==> src/sv/lsm_pkg.sv <==
package lsm_pkg;

	// Configuration port geometry
	localparam int ADDR_W = 4;
	localparam int DATA_W = 32;

	// Register indexes (byte address = 4 * index)
	localparam logic [1:0] REG_SPIKE_THRESHOLD = 2'd0;
	localparam logic [1:0] REG_ALERT_THRESHOLD = 2'd1;
	localparam logic [1:0] REG_ALERT_ENABLE    = 2'd2;

	// Register reset values
	localparam logic [15:0] SPIKE_THRESHOLD_RST = 16'd200;
	localparam logic [15:0] ALERT_THRESHOLD_RST = 16'd200;

	// Fixed floor of the latency jump detector
	localparam logic [15:0] JUMP_FLOOR_MS = 16'd50;

	typedef struct packed {
		logic [15:0] spike_threshold;
		logic [15:0] alert_threshold;
		logic        alert_enable;
	} cfg_t;

	// One sample as held in the input stage
	typedef struct packed {
		logic        timed_out;
		logic [15:0] rtt;
		logic [31:0] rtt_sq;
	} sample_t;

	typedef struct packed {
		logic lost;
		logic reconnect;
		logic doubled;
		logic persistent_high;
		logic alert;
	} events_t;

endpackage

==> src/sv/lsm_cfg.sv <==
module lsm_cfg
	import lsm_pkg::*;
(
	input  logic              clk,
	input  logic              arst_n,
	input  logic              psel,
	input  logic              penable,
	input  logic              pwrite,
	input  logic [ADDR_W-1:0] paddr,
	input  logic [DATA_W-1:0] pwdata,
	output logic [DATA_W-1:0] prdata,
	output logic              pready,
	output cfg_t              cfg
);

	logic        wr_en;
	logic [1:0]  reg_idx;
	cfg_t        cfg_q;

	assign pready  = 1'b1;
	assign wr_en   = psel && penable && pwrite;
	assign reg_idx = paddr[3:2];

	// Write registers on the access cycle
	always_ff @(posedge clk or negedge arst_n) begin
		if (!arst_n) begin
			cfg_q.spike_threshold <= SPIKE_THRESHOLD_RST;
			cfg_q.alert_threshold <= ALERT_THRESHOLD_RST;
			cfg_q.alert_enable    <= 1'b0;
		end else if (wr_en) begin
			case (reg_idx)
				REG_SPIKE_THRESHOLD: cfg_q.spike_threshold <= pwdata[15:0];
				REG_ALERT_THRESHOLD: cfg_q.alert_threshold <= pwdata[15:0];
				REG_ALERT_ENABLE:    cfg_q.alert_enable    <= pwdata[0];
				default: ;
			endcase
		end
	end

	// Read back
	always_comb begin
		case (reg_idx)
			REG_SPIKE_THRESHOLD: prdata = {16'd0, cfg_q.spike_threshold};
			REG_ALERT_THRESHOLD: prdata = {16'd0, cfg_q.alert_threshold};
			REG_ALERT_ENABLE:    prdata = {31'd0, cfg_q.alert_enable};
			default:             prdata = '0;
		endcase
	end

	assign cfg = cfg_q;

endmodule

==> src/sv/lsm_update.sv <==
module lsm_update
	import lsm_pkg::*;
#(
	parameter int HIGH_RUN_LIMIT = 30
) (
	input  logic        clk,
	input  logic        arst_n,
	input  logic        upd_en,
	input  sample_t     smp,
	input  cfg_t        cfg,
	output logic [31:0] total_sent,
	output logic [31:0] total_lost,
	output logic [47:0] latency_sum,
	output logic [63:0] latency_square_sum,
	output logic [47:0] jitter_sum,
	output logic [15:0] min_rtt,
	output logic [15:0] max_rtt,
	output events_t     ev
);

	localparam int RUN_W = $clog2(HIGH_RUN_LIMIT + 1);

	logic [31:0]      sent_q, lost_q;
	logic [47:0]      sum_q, jit_q;
	logic [63:0]      sq_q;
	logic [15:0]      min_q, max_q;
	logic             prev_valid_q;
	logic [15:0]      prev_q;
	logic [RUN_W-1:0] run_q;
	events_t          ev_q;

	logic [31:0]      sent_nx, lost_nx;
	logic [48:0]      sum_add, jit_add;
	logic [64:0]      sq_add;
	logic [15:0]      diff;
	logic [RUN_W-1:0] run_inc, run_nx;
	logic             over_spike, run_hit;
	events_t          ev_nx;

	// Saturating counters
	assign sent_nx = (&sent_q) ? sent_q : sent_q + 32'd1;
	assign lost_nx = (&lost_q) ? lost_q : lost_q + 32'd1;

	// Sums with carry out for saturation
	assign sum_add = {1'b0, sum_q} + {33'd0, smp.rtt};
	assign sq_add  = {1'b0, sq_q} + {33'd0, smp.rtt_sq};
	assign diff    = (smp.rtt >= prev_q) ? smp.rtt - prev_q : prev_q - smp.rtt;
	assign jit_add = {1'b0, jit_q} + {33'd0, diff};

	// High latency run
	assign over_spike = smp.rtt > cfg.spike_threshold;
	assign run_inc    = run_q + 1'b1;
	assign run_hit    = over_spike && (run_inc >= RUN_W'(HIGH_RUN_LIMIT));
	assign run_nx     = (!over_spike || run_hit) ? '0 : run_inc;

	// Event flags for a reply or a timeout
	always_comb begin
		ev_nx = '0;
		if (smp.timed_out) begin
			ev_nx.lost = prev_valid_q;
		end else begin
			ev_nx.reconnect       = !prev_valid_q && (sent_q != 32'd0);
			ev_nx.doubled         = prev_valid_q && (prev_q != 16'd0)
			                        && ({1'b0, smp.rtt} > {prev_q, 1'b0})
			                        && (smp.rtt > JUMP_FLOOR_MS);
			ev_nx.persistent_high = run_hit;
			ev_nx.alert           = cfg.alert_enable
			                        && (smp.rtt > cfg.alert_threshold);
		end
	end

	// Commit one sample to the statistics
	always_ff @(posedge clk or negedge arst_n) begin
		if (!arst_n) begin
			sent_q       <= '0;
			lost_q       <= '0;
			sum_q        <= '0;
			sq_q         <= '0;
			jit_q        <= '0;
			min_q        <= '1;
			max_q        <= '0;
			prev_valid_q <= 1'b0;
			prev_q       <= '0;
			run_q        <= '0;
			ev_q         <= '0;
		end else if (upd_en) begin
			sent_q <= sent_nx;
			ev_q   <= ev_nx;
			if (smp.timed_out) begin
				lost_q       <= lost_nx;
				run_q        <= '0;
				prev_valid_q <= 1'b0;
				prev_q       <= '0;
			end else begin
				sum_q <= sum_add[48] ? '1 : sum_add[47:0];
				sq_q  <= sq_add[64] ? '1 : sq_add[63:0];
				if (prev_valid_q) begin
					jit_q <= jit_add[48] ? '1 : jit_add[47:0];
				end
				if (smp.rtt < min_q) begin
					min_q <= smp.rtt;
				end
				if (smp.rtt > max_q) begin
					max_q <= smp.rtt;
				end
				run_q        <= run_nx;
				prev_valid_q <= 1'b1;
				prev_q       <= smp.rtt;
			end
		end
	end

	assign total_sent         = sent_q;
	assign total_lost         = lost_q;
	assign latency_sum        = sum_q;
	assign latency_square_sum = sq_q;
	assign jitter_sum         = jit_q;
	assign min_rtt            = min_q;
	assign max_rtt            = max_q;
	assign ev                 = ev_q;

endmodule

==> src/sv/latency_statistics_monitor_core.sv <==
// Latency statistics monitor.
// Input channel: one word per probe (timed_out, rtt_ms) under in_valid / in_stall.
// Output channel: one word per probe under out_valid / out_stall, giving the
// running counts, saturating sums, min / max rtt and one-shot event flags
// as they stand after that probe.
// Path: a word passes two stages, the input register with the rtt square, then the
// statistics update into the result registers, which feed the next update.
// Throughput: one word per cycle while the output is not stalled.
// The input side keeps accepting while a result waits, as long as the input
// register is free.
// Stall: when out_stall is high the result holds; one more word is taken into
// the input register, then in_stall rises until the output drains.
// Reset (arst_n low): counts and sums clear, min_rtt goes to 65535, max_rtt to
// 0, thresholds to 200, alerts off; no word is in flight.
// Thresholds are set through the APB port (0x0 spike, 0x4 alert, 0x8 enable).
// The user must set them only while no word is in flight (not enforced here).
module latency_statistics_monitor_core
	import lsm_pkg::*;
#(
	parameter int HIGH_RUN_LIMIT = 30
) (
	input  logic              clk,
	input  logic              arst_n,
	input  logic              psel,
	input  logic              penable,
	input  logic              pwrite,
	input  logic [ADDR_W-1:0] paddr,
	input  logic [DATA_W-1:0] pwdata,
	output logic [DATA_W-1:0] prdata,
	output logic              pready,
	input  logic              in_valid,
	output logic              in_stall,
	input  logic              timed_out,
	input  logic [15:0]       rtt_ms,
	output logic              out_valid,
	input  logic              out_stall,
	output logic [31:0]       total_sent,
	output logic [31:0]       total_lost,
	output logic [47:0]       latency_sum,
	output logic [63:0]       latency_square_sum,
	output logic [47:0]       jitter_sum,
	output logic [15:0]       min_rtt,
	output logic [15:0]       max_rtt,
	output logic              lost_event,
	output logic              reconnect_event,
	output logic              doubled_event,
	output logic              persistent_high_event,
	output logic              alert_event
);

	cfg_t    cfg;
	sample_t smp_s1;
	logic    valid_s1;
	logic    out_valid_q;
	logic    advance, move, in_acc;
	events_t ev;

	lsm_cfg u_cfg (
		.clk    (clk),
		.arst_n (arst_n),
		.psel   (psel),
		.penable(penable),
		.pwrite (pwrite),
		.paddr  (paddr),
		.pwdata (pwdata),
		.prdata (prdata),
		.pready (pready),
		.cfg    (cfg)
	);

	// Handshake: output register frees when empty or taken
	assign advance  = !out_valid_q || !out_stall;
	assign move     = valid_s1 && advance;
	assign in_stall = valid_s1 && !advance;
	assign in_acc   = in_valid && !in_stall;

	always_ff @(posedge clk or negedge arst_n) begin
		if (!arst_n) begin
			valid_s1    <= 1'b0;
			out_valid_q <= 1'b0;
		end else begin
			if (in_acc) begin
				valid_s1 <= 1'b1;
			end else if (move) begin
				valid_s1 <= 1'b0;
			end
			if (advance) begin
				out_valid_q <= valid_s1;
			end
		end
	end

	// Capture the word and square the rtt
	always_ff @(posedge clk) begin
		if (in_acc) begin
			smp_s1.timed_out <= timed_out;
			smp_s1.rtt       <= rtt_ms;
			smp_s1.rtt_sq    <= rtt_ms * rtt_ms;
		end
	end

	lsm_update #(
		.HIGH_RUN_LIMIT(HIGH_RUN_LIMIT)
	) u_update (
		.clk               (clk),
		.arst_n            (arst_n),
		.upd_en            (move),
		.smp               (smp_s1),
		.cfg               (cfg),
		.total_sent        (total_sent),
		.total_lost        (total_lost),
		.latency_sum       (latency_sum),
		.latency_square_sum(latency_square_sum),
		.jitter_sum        (jitter_sum),
		.min_rtt           (min_rtt),
		.max_rtt           (max_rtt),
		.ev                (ev)
	);

	assign out_valid             = out_valid_q;
	assign lost_event            = ev.lost;
	assign reconnect_event       = ev.reconnect;
	assign doubled_event         = ev.doubled;
	assign persistent_high_event = ev.persistent_high;
	assign alert_event           = ev.alert;

	// Timeouts are counted only alongside probes
	a_lost_le_sent: assert property (@(posedge clk) disable iff (!arst_n)
		total_lost <= total_sent)
		else $error("lost count above sent count");

	// A loss event never shares a word with a reply event
	a_event_excl: assert property (@(posedge clk) disable iff (!arst_n)
		out_valid && lost_event |-> !(reconnect_event || doubled_event
		|| persistent_high_event || alert_event))
		else $error("loss event together with reply event");

	// A loss event implies a counted timeout
	a_lost_counted: assert property (@(posedge clk) disable iff (!arst_n)
		out_valid && lost_event |-> total_lost != 32'd0)
		else $error("loss event without timeout count");

	// Input stalls only behind a blocked output
	a_stall_cause: assert property (@(posedge clk) disable iff (!arst_n)
		in_stall |-> out_valid && out_stall)
		else $error("input stalled with output free");

endmodule
==> config.mk <==
export PLATFORM = sky130hd
export DESIGN_NAME = latency_statistics_monitor_core
export DESIGN_NICKNAME = d
export VERILOG_FILES = /design/src/sv/lsm_pkg.sv /design/src/sv/lsm_cfg.sv /design/src/sv/lsm_update.sv /design/src/sv/latency_statistics_monitor_core.sv
export SDC_FILE = /design/constraint.sdc
export NUM_CORES = 1
export LEC_CHECK = 0
export CAP_MARGIN = 20
export CELL_PAD_IN_SITES_DETAIL_PLACEMENT = 0
export CELL_PAD_IN_SITES_GLOBAL_PLACEMENT = 1
export CORE_ASPECT_RATIO = 0.75
export CORE_MARGIN = 1.5
export CORE_UTILIZATION = 30
export DETAILED_ROUTE_END_ITERATION = 6
export DONT_BUFFER_PORTS = 1
export PLACE_DENSITY_LB_ADDON = 0.12
export SYNTH_ARGS = -nofsm -noshare
export SYNTH_HDL_FRONTEND = slang
export SYNTH_SLANG_ARGS = --single-unit
==> constraint.sdc <==
create_clock -name clk -period 10.5 [get_ports clk]
set_input_delay 0 -clock clk [delete_from_list [all_inputs] [get_ports clk]]
set_output_delay 0 -clock clk [all_outputs]
set_load 0.02 [all_outputs]
Word-level counts from Yosys, hierarchy flattened
Index checks and enable logic that the tools add are counted.

Add/subtract/negate cells: 8. $mul: 1. Divide/modulo/power cells: 0. Magnitude comparators: 8. Equal/unequal tests: 2. Shift-type cells: 0. Mux-type cells: 13. Bitwise gates (word level): 3. Reductions and logical operators: 34.

Operator list (number): adder 48 x 16 -> 49 bit (2); 2-to-1 mux 48 bit (2); adder 64 x 32 -> 65 bit (1); adder 32 x 1 -> 32 bit (second input constant) (2); 2-to-1 mux 64 bit (1); AND reduction 32 bit (2); > comparator 16 bit (3); one-hot mux 16 bit (3 select lines) (1); multiplier 16 x 16 -> 32 bit (1); 2-to-1 mux 16 bit (2); nonzero test 32 bit (1); subtractor 16 bit (2); > comparator 16 x 17 -> 1 bit (1); >= comparator 16 bit (1); > comparator 16 x 6 -> 1 bit (second input constant) (1); < comparator 16 bit (1); nonzero test 16 bit (1); AND reduction 3 bit (4); logical AND 1 bit (11); 2-to-1 mux 5 bit (2); AND reduction 2 bit (5); zero test 1 bit (6); adder 5 x 1 -> 5 bit (second input constant) (1); >= comparator 5 bit (second input constant) (1); 8 further kinds (14).

Register bits after elaboration: 367. Latch bits: 0. RAM bits: 0. Bits in read-only memories: 0. Bits of input ports: 60. Output and inout port bits: 296. Logic and storage cells: 92. Memories: 0.

Longest topological paths before layout
Gate-level depths: netlist (run 1).

Depth in word-level cells: 7. Gate-level depth with buffers: 24. Depth with buffers taken out: 24.

Cells and area by module
A second synthesis (run 1) with hierarchy kept.

Cell total of the unflattened synthesis: 3125. Area total of the unflattened synthesis: 30008.8 um^2.

By module, submodules not included: lsm_update (times used 1, cells an instance 2059, area each 19208.4 um^2, seq. area each 7101.8 um^2); latency_statistics_monitor_core (times used 1, cells an instance 937, area each 9097.5 um^2, seq. area each 1461.4 um^2); lsm_cfg (times used 1, cells an instance 129, area each 1702.9 um^2, seq. area each 833.3 um^2).

Worst setup path after synthesis (run 1)
Ideal clock, no wire load.

Kind: input port to flip-flop. From: input rtt_ms[1]. To: register smp_s1[31] (netlist name) (data pin). Setup time: 0.260 ns. Arrival: 5.637 ns. Data required time: 10.240 ns. Path slack: 4.603 ns. Cell stages on the path: 22. Path buffers: 2. Cell sequence: clkbuf_1 -> clkbuf_1 -> nand2_1 -> fa_1 -> inv_1 -> fa_1 -> fa_1 -> fa_1 -> fa_1 -> inv_1 -> fa_1 -> inv_1 -> ha_1 -> a21o_1 -> a21o_1 -> a21oi_1 -> o21a_1 -> o21ai_0 -> a211o_1 -> a31o_2 -> a21oi_1 -> xnor2_1.

Longest elaborated chain between the ends: 1.

RTL lines: from (decl) (line latency_statistics_monitor_core.sv:34) `input logic [15:0] rtt_ms,`; multiplier 16 x 16 -> 32 bit (line latency_statistics_monitor_core.sv:98) `smp_s1.rtt_sq <= rtt_ms * rtt_ms;`; to (decl) (line latency_statistics_monitor_core.sv:52) `sample_t smp_s1;`.

No other way between the ends. A chain may end at the register's enable or synchronous reset.

Final worst setup path (run 1)
From: register smp_s1[38] (netlist name). To: register u_update.jit_q[44] (netlist: u_update.jitter_sum[44]).

Longest elaborated chain between the ends: 4. Elaborated cells on any way between the ends: 6. Classes of those cells: 3 x add/sub; 1 x order compare; 2 x mux.

RTL lines: subtractor 16 bit / >= comparator 16 bit (equally long branches) (line lsm_update.sv:47) `assign diff = (smp.rtt >= prev_q) ? smp.rtt - prev_q : prev_q - smp.rtt;`; 2-to-1 mux 16 bit * (line lsm_update.sv:47); adder 48 x 16 -> 49 bit * (line lsm_update.sv:48) `assign jit_add = {1'b0, jit_q} + {33'd0, diff};`; 2-to-1 mux 48 bit * (line lsm_update.sv:98) `jit_q <= jit_add[48] ? '1 : jit_add[47:0];`; to (signal assigned) (line lsm_update.sv:98); to (decl) (line lsm_update.sv:24) `logic [47:0] sum_q, jit_q;`.

Mark *: on every way between the ends. The rest lies on a longest branch, timed or not.

==> results of run 1 <==
registers in the layout, summed over array words and instances (netlist names), 32 cells and up:
register,count
u_cfg.cfg,33
smp_s1,47
u_update.jitter_sum,48
u_update.total_lost,32
u_update.latency_sum,48
u_update.latency_square_sum,64
u_update.total_sent,32
cells in the mapped netlist, types with 75 or more instances:
cell type and instances:
o21ai_0 80, fa_1 168, xnor2_1 131, a21o_1 82, dfrtp_1 296, xor2_1 86
nand4_1 75, nand2_1 298, ha_1 281, nor2_1 188, a21oi_1 151, inv_1 387
nand3_1 101
metal layers:
layer	track usage	up-vias
li1	-	10800
met1	0.256	11300
met2	0.275	420
met3	0.0316	91
met4	0.0415	0
met5	0	-
tightest hold or removal path, stage by stage:
cell	delay (ns)
nand2b_1	0.17
nor2_1	0.12
ha_1	0.13
ha_1	0.12
where the power goes:
group | switching (mW) | internal [mW] | total, mW
sequential | 0.726 | 1.96 | 2.69
clock | 0.687 | 0.936 | 1.62
combinational | 3.33 | 2.56 | 5.88
total | 4.74 | 5.45 | 10.2
cell type report:
cell class	count	area, µm²
clock inverters	21	188
diodes	1	2.50
clock buffers	63	1330
fillers	9944	64300
repair buffers	98	963
inverters	388	1460
well taps	1313	1640
multi-input cells	2282	18400
flip-flops and latches	365	9400
layout by cell type (no fill, tap or decap), types with 17 or more instances in the layout:
cell	instances
o31ai_1	22
o21a_1	30
and2_1	65
fa_1	168
dfstp_2	22
mux2_2	52
edfxtp_1	47
o21ai_0	80
and3_1	58
o22a_1	21
dfrtp_1	296
dlygate4sd3_1	70
a21oi_1	151
nand2_1	298
nand4_1	75
o21bai_1	24
conb_1	17
nor2b_1	23
a21o_1	82
nand3_1	101
nand2b_1	21
nor2_1	187
inv_1	387
xor2_1	86
mux2i_1	58
xnor2_1	131
nor4_1	20
buf_4	25
ha_1	281
clkbuf_16	48
nor3_1	43
a31oi_1	24
stage by stage:
| step | util | area, µm² | worst slack [ns] | hold slack (ns) | cells |
|---|---|---|---|---|---|
| 2_1_floorplan | - | 29800 | 4.60 | -0.296 | 3145 |
| 3_3_place_gp | 0.318 | 31100 | 4.12 | -0.267 | 4374 |
| 3_5_place_dp | 0.318 | 31100 | 4.10 | -0.280 | 4374 |
| 4_1_cts | 0.341 | 33400 | 4.22 | 0.0130 | 4529 |
| 5_1_grt | 0.342 | 33400 | 3.60 | 0.0479 | 4530 |
| 6_report | 0.342 | 33400 | 4.04 | 0.0570 | 4531 |
what timing repair did:
item,4_1_cts,5_1_grt
hold buffers,71,0
hold endpoints to repair,379,0
buffers inserted,0,0
logic make-up after synthesis:
family | Yosys count | share of synthesized area
AO/OA/AOI/OAI | 538 | 0.126
XOR/XNOR | 217 | 0.0639
adder cells (fa/ha/maj) | 449 | 0.231
buffers and inverters | 498 | 0.0670
flip-flops | 365 | 0.316
multiplexers | 110 | 0.0392
other | 2 | 0.000253
AND/OR/NAND/NOR | 951 | 0.156
path summary, 6_finish.rpt:
check	to	cells past startpoint
min in group asynchronous	u_update.latency_square_sum[44]	2
hold reg to reg	out_valid	1
setup reg to reg	u_update.jitter_sum[44]	21
hold / removal	smp_s1[3]	4
setup / recovery	u_update.jitter_sum[44]	21
max in group asynchronous	u_update.total_sent[21]	3
==> out/metrics.csv, run 1 <==
metric;value;unit
status;complete, no violations;
Post-synth EDFFs;47;
Skew-Pair Late Insertion Delay;0.61;ns
Max Fanout on Critical Path;26;
Synth top area share;0.249;
Total Wirelength;90500;µm
RSZ-0062 raised after global routing;no;
Fin Clk Skew;0.0204;ns
1st-pass router iterations;5;
synthesized area;0.0297;mm²
CTS tree;done;
GPL Wtd Cong;0.840;
Root Buffer;clkbuf_16;
final critical-path share of the clock period;0.616;
total gr overflow;0;
Pwr Density;305;mW/mm²
slowest library cell on the worst path;a211oi_2;
Worst Setup SP;smp_s1[38];
die area;0.101;mm²
HP Start;rtt_ms[1];
final slew viol count;0;
DP Wirelength;67800;µm
# IOs;356;
CTS buffer count;46;
Met3 Wirelength;4770;µm
DIE WIDTH;367;µm
FP Rows;99;
Num Clock Sinks;365;
Final setup violation count;0;
crit start category;flip-flop;
share of layout cells above drive strength 1;0.0699;
CP Capture Type;flip-flop;
Core Region;0.0977;mm²
fin nets;3690;
Syn Inst Count;3130;
CP delay by family, top;compound AO/OA/AOI/OAI gates;
initial antenna violation count;9;
worst min path class;in -> reg;
Fmax achieved;0.155;GHz
R2R Setup Slk;4.04;ns
via count;22600;
Worst-path clk slew;0.06;ns
ys async rst share;0.871;
setup TNS;0;ns
first-pass GRT wire length;141000;µm
Worst-Margin Slew;1.04;ns
Met1 Wirelength;43800;µm
sequential fraction of the synthesis area;0.316;
clock buffer depth;3;
Final min period;6.46;ns
Worst path max stage delay;0.89;ns
top_reg_cell synth;dfrtp_1;
post-synth top area cell;dfrtp_1;
top cells by area, synth;dfrtp_1 (25%), ha_1 (12%), fa_1 (11%), inv_1 (4.9%), edfxtp_1 (4.7%);
crit-path cells;inv_1 > ha_1 > nand4_1 > a31oi_1 > o21ai_0 > a21oi_1 > o221ai_2 > buf_4 > mux2i_1 > a221oi_1 > o21ai_0 > xor2_1 > ha_1 > a21o_1 > a21oi_1 > o31a_1 > a211o_1 > a211oi_2 > nand4_1 > xor2_1 > nand2_1;
1st-iter DRT viols;1256;
WP data required;10.94;ns
total track usage;0.178;
Bufs and invs on worst path;2;
metal2 WL;40200;µm
Total Power;10.2;mW
Post-DRT Antenna Nets;0;
library cells used by synthesis;88;
Setup CP Type;reg -> reg;
CTS resizes;0;
top routing layer in use;met4;
Worst R2R Start;smp_s1[38];
Die Ht;276;µm
Fin. Hold Viols;0;
max_cap viols;0;
#FFs+latches synth;365;
total leakage power;15.8;nW
worst IR drop on VDD;0.236;mV
CTS HTree Levels;2;
Mapped Avg Cell Area;9.50;µm²
YS warnings;0;
drt drc;0;
Port Buffer Count;0;
vias per cell;4.99;
CP arrival;6.90;ns
Max-slew headroom;0.304;
WL per Instance;20.0;µm
starting density of the core;0.304;
vias in the first global route;23100;
area grow syn2layout;12.3;%
largest net degree at the start of global routing;319;
Power figures use the tool's default switching activity.
==> inputs of run 2 (changes only) <==
Clock period 10.5 ns to 6.75 ns, I/O delays scaled along.
==> run 2 against run 1 <==
  * The flow now finishes with violations (hold timing)
  * Clock skew down 0.0030 ns
  * Via count up 0.89%
  * Sequential share of layout area down 0.053 points
  * Clock-buffer cell count up 5
  * Sequential power up 55%
  * Non-clock buffer count up 7
  * Routed wire length up 1.5%
  * Power up 56%
  * First-iteration DRC count up 3.7%
  * Combinational power up 55%
  * Fmax up 5.2%
  * Register-to-register slack worse by 3.4 ns
==> out/metrics.csv, run 2 (synthesized netlist as in run 1, its figures left out) <==
metric;value;unit
status;finished with violations;
switching pwr;7.33;mW
WP data required;7.23;ns
Clk pwr share;0.164;
Fin. Hold Viols;318;
CTS resizes;0;
starting density of the core;0.304;
Reg power frac;0.262;
CTS buffer count;46;
total track usage;0.179;
Skew-Pair Late Insertion Delay;0.60;ns
Num Clock Sinks;365;
worst min path class;in -> async;
Bufs and invs on worst path;3;
DP Wirelength;68900;µm
area grow syn2layout;12.5;%
final slew viol count;0;
drt drc;0;
Fmax achieved;0.163;GHz
Root Buffer;clkbuf_16;
total leakage power;15.8;nW
worst setup path end;u_update.jitter_sum[27];
Core Region;0.0977;mm²
largest net degree at the start of global routing;319;
fin nets;3697;
Worst path max stage delay;0.69;ns
FP Rows;99;
crit-path cells;inv_1 > ha_1 > nand4_1 > a31oi_1 > o21ai_0 > a21oi_1 > o221ai_2 > buf_4 > mux2_2 > ha_1 > a21o_1 > a21oi_1 > nor2b_1 > o31ai_1 > buf_4 > a211oi_1 > o21ai_1 > nand2_1 > nand4_1 > mux2_2;
Worst-Margin Slew;1.03;ns
internal power;8.58;mW
CP delay by family, top;compound AO/OA/AOI/OAI gates;
Setup CP Type;reg -> reg;
capturing point of the worst reg2reg path;u_update.jitter_sum[27];
Max Fanout on Critical Path;12;
Worst-path clk slew;0.06;ns
Fin Clk Skew;0.0174;ns
Final min period;6.14;ns
max_cap viols;0;
Die Ht;276;µm
switch share;0.461;
WL per Instance;20.3;µm
total gr overflow;0;
DIE WIDTH;367;µm
Total Wirelength;91900;µm
Worst R2R Path Depth;20;
setup TNS;0;ns
Port Buffer Count;0;
first-pass GRT wire length;141000;µm
Pwr Density;476;mW/mm²
# IOs;356;
share of layout cells above drive strength 1;0.0741;
CP Depth;20;
1st-iter DRT viols;1302;
CP Capture Type;flip-flop;
vias per cell;5.03;
worst IR drop on VDD;0.370;mV
crit start category;flip-flop;
via count;22800;
Largest register FFs;64;
vias in the first global route;22900;
Post-CTS Setup Bufs;0;
commonest non-fill, non-tap cell in the layout;inv_1;
CTS HTree Levels;2;
combinational power share;0.574;
violated checks;hold timing;
Worst R2R Start;smp_s1[36];
GPL Wtd Cong;0.843;
initial antenna violation count;6;
most frequent cells in the layout;inv_1 (387), nand2_1 (298), dfrtp_1 (296);
RSZ-0062 raised after global routing;no;
Max-slew headroom;0.311;
Final setup violation count;0;
CTS tree;done;
post-route core utilization;0.342;
1st-pass router iterations;5;
die area;0.101;mm²
Post-DRT Antenna Nets;0;
Worst Setup SP;smp_s1[36];
clock buffer depth;3;
worst-case hold slack;-0.868;ns
# hold bufs at CTS;65;
CP arrival;6.62;ns
Filler cells;10000;
# diodes;0;
final critical-path share of the clock period;0.910;
R2R Setup Slk;0.61;ns
slowest library cell on the worst path;edfxtp_1;
run 2: worst min-delay path by stage:
stage                     startpoint                         endpoint  slack [ns]
after detailed placement      arst_n  u_update.latency_square_sum[42]       -0.28
after CTS                     arst_n                    u_cfg.cfg[12]       -0.94
after floorplan               arst_n                        out_valid       -0.30
final                         arst_n                    u_cfg.cfg[10]       -0.87
after global routing          arst_n                    u_cfg.cfg[28]       -0.91
after global placement        arst_n  u_update.latency_square_sum[44]       -0.27
run 2: cell type report:
cell class,instances,area [µm²],area share
Tap cell,1313,1640,0.0491
Timing Repair Buffer,105,971,0.0290
Inverter,388,1460,0.0435
Multi-Input combinational cell,2282,18400,0.551
Clock buffer,68,1360,0.0405
Sequential cell,365,9400,0.281
Clock inverter,17,218,0.00651
run 2: metal layers:
layer  track usage  part of all wire  wire, µm  vias up
li1              -                 -         -    10800
met1         0.257              0.49     44600    11500
met2         0.279              0.44     40800      473
met3        0.0335             0.055      5020       78
met4        0.0369             0.016      1470        2
met5             0           0.00014        13        -
run 2: stage by stage:
step | hold WS [ns] | setup WS (ns) | area [µm²] | cells | power [mW]
3_5_place_dp | -0.279 | 0.466 | 31200 | 4387 | 13.4
6_report | -0.868 | 0.606 | 33500 | 4538 | 15.9
5_1_grt | -0.912 | 0.241 | 33500 | 4538 | 17.5
2_1_floorplan | -0.296 | 0.853 | 29800 | 3145 | 11.2
3_3_place_gp | -0.268 | 0.475 | 31200 | 4387 | 13.3
4_1_cts | -0.935 | 0.721 | 33400 | 4537 | 16.2
run 2: power groups by stage:
stage | combinational (mW) | clock, mW | sequential [mW]
2_1_floorplan | 7.30 | 0 | 3.86
3_3_place_gp | 9.09 | 0 | 4.23
3_5_place_dp | 9.13 | 0 | 4.24
4_1_cts | 9.26 | 2.72 | 4.20
5_1_grt | 10.4 | 2.80 | 4.24
6_report | 9.13 | 2.62 | 4.17
run 2: worst reg2reg max path: cells and delay by family (launching register included):
family,cells,cell delay (ns)
AO/OA/AOI/OAI,9,2.41
AND/OR/NAND/NOR,4,0.79
flip-flops,1,0.69
multiplexers,2,0.70
adder cells (fa/ha/maj),2,0.72
buffers and inverters,3,0.72
==> inputs of run 3 (changes only) <==
Settings changed: CORE_ASPECT_RATIO 0.75 to 1.2, CORE_MARGIN 1.5 to 8, SYNTH_HIERARCHICAL set to 1.
==> run 3 against run 2 <==
  * The flow still finishes with violations (hold timing)
  * Register-to-register slack better by 0.16 ns
  * Clock power is 2% lower
  * Synthesized cell count is 0.16% lower
  * Critical path depth is 1 higher
==> out/metrics.csv, run 3 <==
metric;value;unit
Total Wirelength;96300;µm
#FFs+latches synth;365;
top_reg_cell synth;dfrtp_1;
top cells by area, synth;dfrtp_1 (25%), ha_1 (12%), fa_1 (11%), inv_1 (5.0%), edfxtp_1 (4.7%);
total gr overflow;0;
Num Clock Sinks;365;
sequential fraction of the synthesis area;0.313;
CTS buffer count;47;
via count;22600;
Core Region;0.0996;mm²
post-synth top area cell;dfrtp_1;
switching pwr;8.02;mW
drt drc;0;
Final setup violation count;0;
CTS HTree Levels;2;
share of layout cells above drive strength 1;0.0741;
# hold bufs at CTS;39;
Final min period;6.09;ns
total track usage;0.171;
Fin. Hold Viols;318;
internal power;8.77;mW
Reg power frac;0.251;
setup ws final;0.663;ns
WP data required;7.08;ns
1st-iter DRT viols;1152;
CP arrival;6.42;ns
largest net degree at the start of global routing;319;
CTS resizes;0;
1st-pass router iterations;5;
post-route core utilization;0.334;
setup TNS;0;ns
final slew viol count;0;
crit start category;input port;
# IOs;356;
Worst-path clk slew;0.06;ns
final critical-path share of the clock period;0.902;
WL per Instance;21.5;µm
clock buffer depth;3;
CTS tree;done;
worst-case hold slack;-0.898;ns
Post-synth top cells;inv_1 (396), dfrtp_1 (296), ha_1 (281);
Worst-Margin Slew;1.06;ns
combinational power share;0.595;
first-pass GRT wire length;149000;µm
Post-DRT Antenna Nets;0;
Post-Place Setup Slack;0.733;ns
library cells used by synthesis;101;
most common cell in the netlist;inv_1;
Post-synth EDFFs;47;
status;finished with violations;
Syn Inst Count;3125;
Clk pwr share;0.154;
Largest register FFs;64;
switch share;0.478;
most frequent cells in the layout;inv_1 (396), dfrtp_1 (296), ha_1 (281);
# diodes;0;
Die Ht;362;µm
GPL Wtd Cong;0.838;
FP Rows;127;
Mapped Avg Cell Area;9.60;µm²
starting density of the core;0.301;
RSZ-0062 raised after global routing;no;
synthesized area;0.0300;mm²
violated checks;hold timing;
Pwr Density;504;mW/mm²
total leakage power;16.0;nW
Max Fanout on Critical Path;11;
vias in the first global route;24000;
Root Buffer;clkbuf_16;
die area;0.110;mm²
YS warnings;6;
Synth top area share;0.247;
Fmax achieved;0.164;GHz
Setup CP Type;in -> reg;
fin nets;3658;
area grow syn2layout;11.0;%
Post-CTS Setup Bufs;0;
worst IR drop on VDD;0.391;mV
ys async rst share;0.871;
DIE WIDTH;305;µm
worst min path class;in -> async;
commonest non-fill, non-tap cell in the layout;inv_1;
Max-slew headroom;0.293;
initial antenna violation count;1;
Skew-Pair Late Insertion Delay;0.60;ns
Worst R2R Path Depth;23;
max_cap viols;0;
DP Wirelength;73000;µm
CP Capture Type;flip-flop;
vias per cell;5.04;
Fin Clk Skew;0.0271;ns
Port Buffer Count;0;
[run 3: cell count changes in the layout (fill, tap and decap cells not counted), moves of 11 or more]
cell	delta
xnor2_1	-11
dlygate4sd3_1	-26
o22a_1	+22
o21ai_0	+16
nand2_1	-44
o31ai_1	-16
a31oi_1	+14
mux2_2	-13
and4_1	+11
o21bai_1	-15
nor3_1	-12
nor2_1	-43
[run 3: final cells by class]
cell class / instances / area (µm²)
well taps: 1290 / 1610
clock inverters: 19 / 186
clock buffers: 68 / 1380
fillers: 10200 / 66300
repair buffers: 73 / 646
inverters: 396 / 1490
multi-input cells: 2265 / 18600
flip-flops and latches: 365 / 9400
[run 3: path summary, 6_finish.rpt]
kind | from | to | slack, ns
max | rtt_ms[0] | smp_s1[30] | 0.66
min | arst_n | u_update/jitter_sum[6] | -0.90
max reg2reg | smp_s1[32] | u_update/jitter_sum[19] | 0.77
min reg2reg | valid_s1 | out_valid | 0.49
max in group asynchronous | arst_n | u_update/latency_square_sum[7] | 7.04
min in group clk | paddr[3] | prdata[8] | 0.09
[run 3: kinds of logic after synthesis]
family                     synth area share
buffers and inverters                0.0702
other                              0.000375
AOI/OAI and AO/OA                     0.127
and+or+nand+nor                       0.158
muxes                                0.0393
DFF                                   0.313
adders and majority gates             0.230
xor gates and xnor gates             0.0628
[run 3: metal layers]
metal	vias to the layer above	GRT usage	wire, µm
met1	11200	0.201	39700
met2	457	0.310	48400
met5	-	0	0
met3	96	0.0465	6280
li1	10800	-	-
met4	0	0.0385	1960
[run 3: critical path, cell delays in order]
cell and delay [ns]:
dlygate4sd3_1 0.75, inv_1 0.21, nor2_1 0.29, inv_1 0.11
fa_1 0.47, fa_1 0.43, inv_1 0.08, fa_1 0.41
fa_1 0.48, fa_1 0.55, inv_1 0.06, fa_1 0.60
inv_1 0.06, ha_1 0.40, and3_1 0.22, and4_1 0.23
o21a_1 0.11, a41oi_1 0.32, a21oi_1 0.22, nor4b_1 0.33
nor3_1 0.08
[run 3: power by group through the flow]
stage | Clock [mW] | Sequential [mW] | Combinational (mW)
after floorplan | 0 | 3.86 | 7.79
after global placement | 0 | 4.29 | 10.1
after detailed placement | 0 | 4.30 | 10.1
after CTS | 2.69 | 4.26 | 10.2
after global routing | 2.76 | 4.32 | 11.4
final | 2.58 | 4.22 | 9.99
[run 3: metrics by stage]
| stage | instances | total power, mW | hold slack, ns | area, µm² |
|---|---|---|---|---|
| final | 4476 | 16.8 | -0.898 | 33300 |
| after global routing | 4476 | 18.5 | -0.923 | 33300 |
| after CTS | 4475 | 17.1 | -0.927 | 33300 |
| after detailed placement | 4349 | 14.4 | -0.275 | 31300 |
| after global placement | 4349 | 14.4 | -0.273 | 31300 |
| after floorplan | 3141 | 11.7 | -0.296 | 30100 |
